===== config.mk =====
export PLATFORM = sky130hd
export DESIGN_NAME = nibble_run_length_encoder_core_flat
export DESIGN_NICKNAME = d
export VERILOG_FILES = /design/src/rtl/core/nrle_pkg.sv /design/src/rtl/core/nrle_if.sv /design/src/rtl/core/nrle_encoder.sv /design/src/rtl/core/nrle_out_queue.sv /design/src/rtl/core/nibble_run_length_encoder_core.sv /design/src/flat_wrapper.sv
export SDC_FILE = /design/constraint.sdc
export NUM_CORES = 1
export LEC_CHECK = 0
export BUFFER_PORTS_ARGS = -buffer_cell sky130_fd_sc_hd__buf_2
export CAP_MARGIN = 20
export CORE_ASPECT_RATIO = 0.75
export CORE_MARGIN = 1.5
export CORE_UTILIZATION = 54
export CTS_CLUSTER_DIAMETER = 40
export DETAILED_ROUTE_END_ITERATION = 16
export GPL_ROUTABILITY_DRIVEN = 0
export MAX_ROUTING_LAYER = met4
export PLACE_DENSITY_LB_ADDON = 0.08
export SLEW_MARGIN = 10
export SYNTH_ARGS = -nofsm -noshare
export SYNTH_HDL_FRONTEND = slang
export SYNTH_SLANG_ARGS = --single-unit

===== constraint.sdc =====
create_clock -name clk -period 7.5 [get_ports clk]
set_input_delay 1.5 -clock clk [delete_from_list [all_inputs] [get_ports clk]]
set_output_delay 1.5 -clock clk [all_outputs]
set_load 0.05 [all_outputs]

===== src/rtl/core/nrle_pkg.sv =====
// Shared types and constants for the nibble run-length encoder.
// No dependencies; nrle_encoder, nrle_out_queue and the top level refer to this package.
package nrle_pkg;

  // Levels whose runs use the two-byte long form
  localparam logic [3:0]  LEVEL_BLACK   = 4'h0;
  localparam logic [3:0]  LEVEL_WHITE   = 4'hF;
  localparam logic [11:0] LONG_MAX_LEN  = 12'hFFF;
  localparam logic [11:0] SHORT_MAX_LEN = 12'h00F;

  // Up to two bytes for a run closed by a level change, two for the current run
  localparam int MAX_BURST   = 4;
  localparam int BURST_W     = $clog2(MAX_BURST + 1);
  localparam int QUEUE_DEPTH = 8;
  localparam int QCNT_W      = $clog2(QUEUE_DEPTH + 1);

  typedef struct packed {
    logic [7:0] code_byte;
    logic       frame_last;
  } out_entry_t;

  // Bytes produced by one pixel, handed from the encoder to the output queue
  typedef struct packed {
    logic                          valid;
    logic [BURST_W-1:0]            count;
    out_entry_t [MAX_BURST-1:0]    entry;
  } burst_t;

  function automatic logic is_long_level(input logic [3:0] level);
    is_long_level = (level == LEVEL_BLACK) || (level == LEVEL_WHITE);
  endfunction

endpackage


===== src/rtl/core/nrle_if.sv =====
// Valid/ready channel interfaces for the pixel input and the code byte output.
// No dependencies.
interface nrle_in_if;
  logic       valid;
  logic       ready;
  logic [7:0] pixel_byte;
  logic       frame_end;

  modport source(output valid, output pixel_byte, output frame_end, input ready);
  modport sink(input valid, input pixel_byte, input frame_end, output ready);
endinterface

interface nrle_out_if;
  logic       valid;
  logic       ready;
  logic [7:0] code_byte;
  logic       frame_last;

  modport source(output valid, output code_byte, output frame_last, input ready);
  modport sink(input valid, input code_byte, input frame_last, output ready);
endinterface


===== src/rtl/core/nrle_encoder.sv =====
// Input register, run state and per-pixel byte generation.
// Depends on nrle_pkg and nrle_in_if.
module nrle_encoder (
  input  logic             clk,
  input  logic             rst_n,
  nrle_in_if.sink          in_ch,
  input  logic             space_ok,
  output nrle_pkg::burst_t burst
);

  logic        hold_valid_r;
  logic [3:0]  hold_level_r;
  logic        hold_last_r;

  logic [3:0]  run_level_r;
  logic [11:0] run_length_r;
  logic        run_open_r;

  logic        fire;
  logic        flush_old;
  logic        start_new;
  logic        old_long;
  logic        cur_long;
  logic        flush_cur;
  logic [11:0] cur_len;
  logic [11:0] max_len;
  logic [1:0]  n_old;
  logic [1:0]  n_cur;
  logic [nrle_pkg::BURST_W-1:0] total;
  logic [7:0]  old_b [2];
  logic [7:0]  cur_b [2];

  assign fire         = hold_valid_r && space_ok;
  assign in_ch.ready  = !hold_valid_r || fire;

  always_ff @(posedge clk) begin
    if (!rst_n) begin
      hold_valid_r <= 1'b0;
    end else if (in_ch.valid && in_ch.ready) begin
      hold_valid_r <= 1'b1;
    end else if (fire) begin
      hold_valid_r <= 1'b0;
    end
  end

  always_ff @(posedge clk) begin
    if (in_ch.valid && in_ch.ready) begin
      hold_level_r <= in_ch.pixel_byte[7:4];
      hold_last_r  <= in_ch.frame_end;
    end
  end

  always_comb begin
    flush_old = run_open_r && (hold_level_r != run_level_r);
    start_new = !run_open_r || flush_old;
    cur_len   = start_new ? 12'd1 : run_length_r + 12'd1;
    old_long  = nrle_pkg::is_long_level(run_level_r);
    cur_long  = nrle_pkg::is_long_level(hold_level_r);
    max_len   = cur_long ? nrle_pkg::LONG_MAX_LEN : nrle_pkg::SHORT_MAX_LEN;
    flush_cur = (cur_len >= max_len) || hold_last_r;

    old_b[0] = {run_level_r, old_long ? run_length_r[11:8] : run_length_r[3:0]};
    old_b[1] = run_length_r[7:0];
    cur_b[0] = {hold_level_r, cur_long ? cur_len[11:8] : cur_len[3:0]};
    cur_b[1] = cur_len[7:0];

    n_old = flush_old ? (old_long ? 2'd2 : 2'd1) : 2'd0;
    n_cur = flush_cur ? (cur_long ? 2'd2 : 2'd1) : 2'd0;
    total = nrle_pkg::BURST_W'(n_old) + nrle_pkg::BURST_W'(n_cur);

    burst.valid = fire;
    burst.count = total;
    for (int i = 0; i < nrle_pkg::MAX_BURST; i++) begin
      // closed run first, then the current run
      if (nrle_pkg::BURST_W'(i) < nrle_pkg::BURST_W'(n_old)) begin
        burst.entry[i].code_byte = old_b[i % 2];
      end else begin
        burst.entry[i].code_byte =
          cur_b[1'(nrle_pkg::BURST_W'(i) - nrle_pkg::BURST_W'(n_old))];
      end
      burst.entry[i].frame_last = hold_last_r &&
        (nrle_pkg::BURST_W'(i) == total - nrle_pkg::BURST_W'(1));
    end
  end

  always_ff @(posedge clk) begin
    if (!rst_n) begin
      run_level_r  <= '0;
      run_length_r <= '0;
      run_open_r   <= 1'b0;
    end else if (fire) begin
      run_level_r <= hold_level_r;
      if (flush_cur) begin
        run_open_r   <= 1'b0;
        run_length_r <= '0;
      end else begin
        run_open_r   <= 1'b1;
        run_length_r <= cur_len;
      end
    end
  end

  a_open_has_len: assert property (@(posedge clk) disable iff (!rst_n)
    run_open_r |-> run_length_r != '0)
    else $error("open run with zero length");

  a_frame_closes_run: assert property (@(posedge clk) disable iff (!rst_n)
    fire && hold_last_r |=> !run_open_r)
    else $error("run left open after frame end");

  a_frame_emits: assert property (@(posedge clk) disable iff (!rst_n)
    fire && hold_last_r |-> total != '0)
    else $error("frame end produced no byte");

endmodule


===== src/rtl/core/nrle_out_queue.sv =====
// Shifting output queue: takes a burst of up to four bytes, sends one per transfer.
// Depends on nrle_pkg and nrle_out_if.
module nrle_out_queue (
  input  logic             clk,
  input  logic             rst_n,
  input  nrle_pkg::burst_t burst,
  output logic             space_ok,
  nrle_out_if.source       out_ch
);

  nrle_pkg::out_entry_t        slot_r   [nrle_pkg::QUEUE_DEPTH];
  nrle_pkg::out_entry_t        slot_nxt [nrle_pkg::QUEUE_DEPTH];
  logic [nrle_pkg::QCNT_W-1:0] count_r;
  logic [nrle_pkg::QCNT_W-1:0] count_nxt;
  logic [nrle_pkg::QCNT_W-1:0] base;
  logic                        pop;

  assign out_ch.valid      = count_r != '0;
  assign out_ch.code_byte  = slot_r[0].code_byte;
  assign out_ch.frame_last = slot_r[0].frame_last;
  // room for a full burst regardless of this cycle's transfer
  assign space_ok = count_r <= nrle_pkg::QCNT_W'(nrle_pkg::QUEUE_DEPTH - nrle_pkg::MAX_BURST);

  always_comb begin
    pop  = out_ch.valid && out_ch.ready;
    base = count_r - nrle_pkg::QCNT_W'(pop);
    for (int i = 0; i < nrle_pkg::QUEUE_DEPTH; i++) begin
      slot_nxt[i] = slot_r[i];
      if (nrle_pkg::QCNT_W'(i) < base) begin
        if (pop && i < nrle_pkg::QUEUE_DEPTH - 1) begin
          slot_nxt[i] = slot_r[i+1];
        end
      end else if (burst.valid &&
                   (nrle_pkg::QCNT_W'(i) - base) < nrle_pkg::QCNT_W'(burst.count)) begin
        slot_nxt[i] = burst.entry[2'(nrle_pkg::QCNT_W'(i) - base)];
      end
    end
    count_nxt = base + (burst.valid ? nrle_pkg::QCNT_W'(burst.count) : '0);
  end

  always_ff @(posedge clk) begin
    if (!rst_n) begin
      count_r <= '0;
    end else begin
      count_r <= count_nxt;
    end
  end

  always_ff @(posedge clk) begin
    slot_r <= slot_nxt;
  end

  a_no_overflow: assert property (@(posedge clk) disable iff (!rst_n)
    count_r <= nrle_pkg::QCNT_W'(nrle_pkg::QUEUE_DEPTH))
    else $error("output queue overflow");

  a_push_has_room: assert property (@(posedge clk) disable iff (!rst_n)
    burst.valid |-> space_ok)
    else $error("burst pushed without room");

  a_count_tracks: assert property (@(posedge clk) disable iff (!rst_n)
    !burst.valid && !(out_ch.valid && out_ch.ready) |=> $stable(count_r))
    else $error("queue count moved without push or transfer");

endmodule


===== src/rtl/core/nibble_run_length_encoder_core.sv =====
// Top level of the nibble run-length encoder: pixel in, encoded bytes out.
// Depends on nrle_pkg, nrle_if, nrle_encoder and nrle_out_queue.
//
//   channel  | dir | handshake    | payload
//   ---------+-----+--------------+-----------------------------------
//   in_ch    | in  | valid/ready  | pixel_byte[7:0], frame_end
//   out_ch   | out | valid/ready  | code_byte[7:0], frame_last
//
// One pixel is taken per cycle when not stalled; each pixel waits in the input
// register until the queue holds at most four bytes, is then encoded, and its
// 0 to 4 bytes land in an 8-entry output queue. Bytes leave one per cycle while
// out_ch.ready is high; sustained input rate is one pixel per cycle as long as
// bytes per pixel average at most one. in_ch stalls while such a pixel waits.
// rst_n is synchronous: it clears the run state, input register and queue.
module nibble_run_length_encoder_core (
  input  logic       clk,
  input  logic       rst_n,
  nrle_in_if.sink    in_ch,
  nrle_out_if.source out_ch
);

  nrle_pkg::burst_t burst;
  logic             space_ok;

  nrle_encoder u_encoder (
    .clk      (clk),
    .rst_n    (rst_n),
    .in_ch    (in_ch),
    .space_ok (space_ok),
    .burst    (burst)
  );

  nrle_out_queue u_out_queue (
    .clk      (clk),
    .rst_n    (rst_n),
    .burst    (burst),
    .space_ok (space_ok),
    .out_ch   (out_ch)
  );

endmodule

===== src/flat_wrapper.sv =====
// flat-port wrapper written by rule: the top's interface ports become plain ports
module nibble_run_length_encoder_core_flat 
  (clk, rst_n, in_ch_valid, in_ch_pixel_byte, in_ch_frame_end, in_ch_ready, out_ch_valid, out_ch_code_byte, out_ch_frame_last, out_ch_ready);
  nrle_in_if in_ch_i ();
  nrle_out_if out_ch_i ();
  input  logic clk;
  input  logic rst_n;
  input wire logic [$bits(in_ch_i.valid)-1:0] in_ch_valid;
  input wire logic [$bits(in_ch_i.pixel_byte)-1:0] in_ch_pixel_byte;
  input wire logic [$bits(in_ch_i.frame_end)-1:0] in_ch_frame_end;
  output wire logic [$bits(in_ch_i.ready)-1:0] in_ch_ready;
  output wire logic [$bits(out_ch_i.valid)-1:0] out_ch_valid;
  output wire logic [$bits(out_ch_i.code_byte)-1:0] out_ch_code_byte;
  output wire logic [$bits(out_ch_i.frame_last)-1:0] out_ch_frame_last;
  input wire logic [$bits(out_ch_i.ready)-1:0] out_ch_ready;
  assign in_ch_i.valid = in_ch_valid;
  assign in_ch_i.pixel_byte = in_ch_pixel_byte;
  assign in_ch_i.frame_end = in_ch_frame_end;
  assign in_ch_ready = in_ch_i.ready;
  assign out_ch_valid = out_ch_i.valid;
  assign out_ch_code_byte = out_ch_i.code_byte;
  assign out_ch_frame_last = out_ch_i.frame_last;
  assign out_ch_i.ready = out_ch_ready;
  nibble_run_length_encoder_core u_core (.clk(clk), .rst_n(rst_n), .in_ch(in_ch_i), .out_ch(out_ch_i));
endmodule

==> results.txt <==
CTS clock-pin slew for the worst setup and hold paths: 80 ps
Crit path depth: 18
Asr flop ratio synth: 0%
Worst Setup Path Type: reg -> reg
R2r worst-path depth: 18
Post-synthesis cell count: 796
Min-Delay Path Class: reg -> reg
Total GRT Usage: 33.7%
WP data required: 7550 ps
# port buffers: 19
Setup Buffers After CTS: 0
Drc violations: 0
Post-synth top cells: nand2_1 (102), edfxtp_1 (77), o21ai_0 (67)
CTS Root Cell: clkbuf_16
Hold_buf cts: 0
Final ANT Viol Nets: 0
MaxCap Viol Count: 0
Die H: 101 um
Top_reg_cell synth: edfxtp_1
Number of buffers created by CTS: 9
Core area: 0.0124 mm^2
Yosys synthesis warning count: 0
I/O Pins: 24
Rel. slew slack: 26.8%
RSZ-0062 raised after global routing: false
Final hold vios: 0
Chip Width: 134 um
Synth area leaders: edfxtp_1 (33%), dfxtp_1 (6.3%), nand2_1 (5.5%)
Tightest Pin Transition: 1100 ps
Wirelength per Cell: 23.1 um
Critical Path AT: 6050 ps
Detailed placement HPWL: 15.1 mm
CTS tree: yes
Largest net degree at the start of global routing: 52
Register bit total from synthesis: 99
Layout area overhead: 6.06%
Most frequent cell after synthesis: nand2_1
Post-synthesis sequential area ratio: 39.5%
Nets@finish: 815
Setup TNS: 0 ps
Hold Path Depth: 2
FF-to-FF setup slack: 1490 ps
DRT Wirelength: 21.8 mm
Outcome: finished clean
Filler cells: 1131
Slowest stage cell, crit path: edfxtp_1
Final Cycle Share: 80.1%
Rows: 35
Library cells used by synthesis: 74
Crit Path Max Fanout: 16
Core Util, Final: 59.5%
DRT Pass-1 Iters: 6
Crit path max-delay family: compound AO/OA/AOI/OAI gates
Final setup fails: 0
Slowest stage delay, CP: 670 ps
Clk buf depth: 2
Fmax: 167 MHz
Crit end category: flip-flop
Top cell type's share of synthesized area: 33.1%
CP Cell Sequence: or4_4, nand2_2, inv_1, ha_1, a21oi_1, nor2_1, a2111oi_0, o21ai_0, and2_1, ha_1, inv_1, fa_1, o21ai_0, o21ai_0, a2111oi_0, nand2_1, o21ai_0, buf_4
Worst hold margin: 523 ps
Clock skew: 13.5 ps
Mapped Area: 0.00698 mm^2
First-pass GRT wire length: 33.5 mm
CP most frequent cell: o21ai_0
Initial antenna violation count: 0
Fin. max-slew vios: 0
Antenna cells: 0
Via Count: 6523
Initial core utilization: 56.1%
Iteration-0 DRC Markers: 988
CTS HTree Levels: 3
Vias in the first global route: 5929
GRT overflow: 0
Post-route worst setup slack: 1490 ps
Startpoint Class: flip-flop
Mapped Nets: 839
Avg Synthesized Cell Area: 8.76 um^2
Post-layout min period: 6010 ps
CTS Sinks: 99
Worst Path Buf+Inv: 3
Latest clock arrival within the worst-skew pair: 360 ps
Layout cells sized above 1: 8.75%
Vias per cell: 6.92
Dpl ws: 1640 ps
Synth area leader: edfxtp_1
Post-synth EDFFs: 77
Die area: 0.0136 mm^2
PostCTS Resize Cnt: 0
sequential cells by signal (all words and copies together) (netlist names):
name	flops
u_core.u_out_queue.count_r	4
u_core.u_out_queue.out_ch.code_byte	8
u_core.u_encoder.hold_level_r	4
u_core.u_encoder.hold_last_r	1
u_core.u_out_queue.out_ch.frame_last	1
u_core.u_encoder.run_level_r	4
u_core.u_encoder.run_length_r	12
u_core.u_out_queue.slot_r	63
u_core.u_encoder.run_open_r	1
u_core.u_encoder.hold_valid_r	1
per-layer routing:
metal  vias to the layer above  part of all wire [%]  GRT usage, %
met2                       442                    42          49.9
met4                         0                   4.0          13.7
li1                       2949                     -             -
met3                        63                    12          6.36
met5                         -                     0             -
met1                      3069                    42          45.7
cell usage in the layout (no fill, tap or decap), types with 11 or more instances in the layout:
master | netlist | layout
a21oi_1 | 33 | 33
a31oi_1 | 18 | 18
and2_1 | 16 | 16
buf_2 | 12 | 19
buf_4 | 9 | 16
dfxtp_1 | 22 | 22
edfxtp_1 | 77 | 77
ha_1 | 28 | 28
inv_1 | 24 | 24
nand2_1 | 102 | 102
nand3_1 | 20 | 20
nand4_1 | 11 | 11
nor2_1 | 64 | 64
nor3_1 | 19 | 19
o21ai_0 | 67 | 67
o22ai_1 | 14 | 14
xnor2_1 | 12 | 12
final timing paths:
path                                          start                                 to
setup / recovery   u_core.u_encoder.hold_level_r[2]      u_core.u_out_queue.slot_r[21]
hold / removal    u_core.u_encoder.run_length_r[11]  u_core.u_encoder.run_length_r[11]
setup reg to reg   u_core.u_encoder.hold_level_r[2]      u_core.u_out_queue.slot_r[21]
hold reg to reg   u_core.u_encoder.run_length_r[11]  u_core.u_encoder.run_length_r[11]
stage by stage:
| stage | cell area [um^2] | cells |
|---|---|---|
| finish | 7400 | 943 |
| global placement | 7090 | 926 |
| CTS | 7390 | 942 |
| detailed placement | 7090 | 926 |
| global route | 7400 | 943 |
| floorplan | 6980 | 796 |
area by class of cell:
type                            instances  area (um^2)  share of cell area (%)
Clock buffer                           10          229                    3.09
Clock inverter                          6         71.3                   0.964
Inverter                               25         93.8                    1.27
Multi-Input combinational cell        601         3820                    51.6
Sequential cell                        99         2750                    37.2
Tap cell                              166          208                    2.81
Timing Repair Buffer                   36          228                    3.08
worst reg2reg max path, stage by stage, from the launching register on:
cell       delay [ps]
edfxtp_1          670
or4_4             600
nand2_2           270
inv_1             330
ha_1              400
a21oi_1           150
nor2_1             60
a2111oi_0         580
o21ai_0           280
and2_1            220
ha_1              180
inv_1              60
fa_1              580
o21ai_0           150
o21ai_0           140
a2111oi_0         600
nand2_1           110
o21ai_0            90
buf_4             240
logic make-up (layout without fill, tap and decap cells):
| logic type | after synthesis | count (layout) | share of synthesized area (%) |
|---|---|---|---|
| compound gates | 257 | 257 | 24.8 |
| xor+xnor | 20 | 20 | 2.51 |
| fa+ha+maj | 33 | 33 | 6.03 |
| buf+inv | 96 | 77 | 6.10 |
| flops | 99 | 99 | 39.5 |
| mux | 12 | 12 | 1.81 |
| simple gates | 279 | 279 | 19.3 |
Power is left out: the tool's default activity adds up to more than one toggle a clock period on the data nets, which glitch-free logic cannot reach.
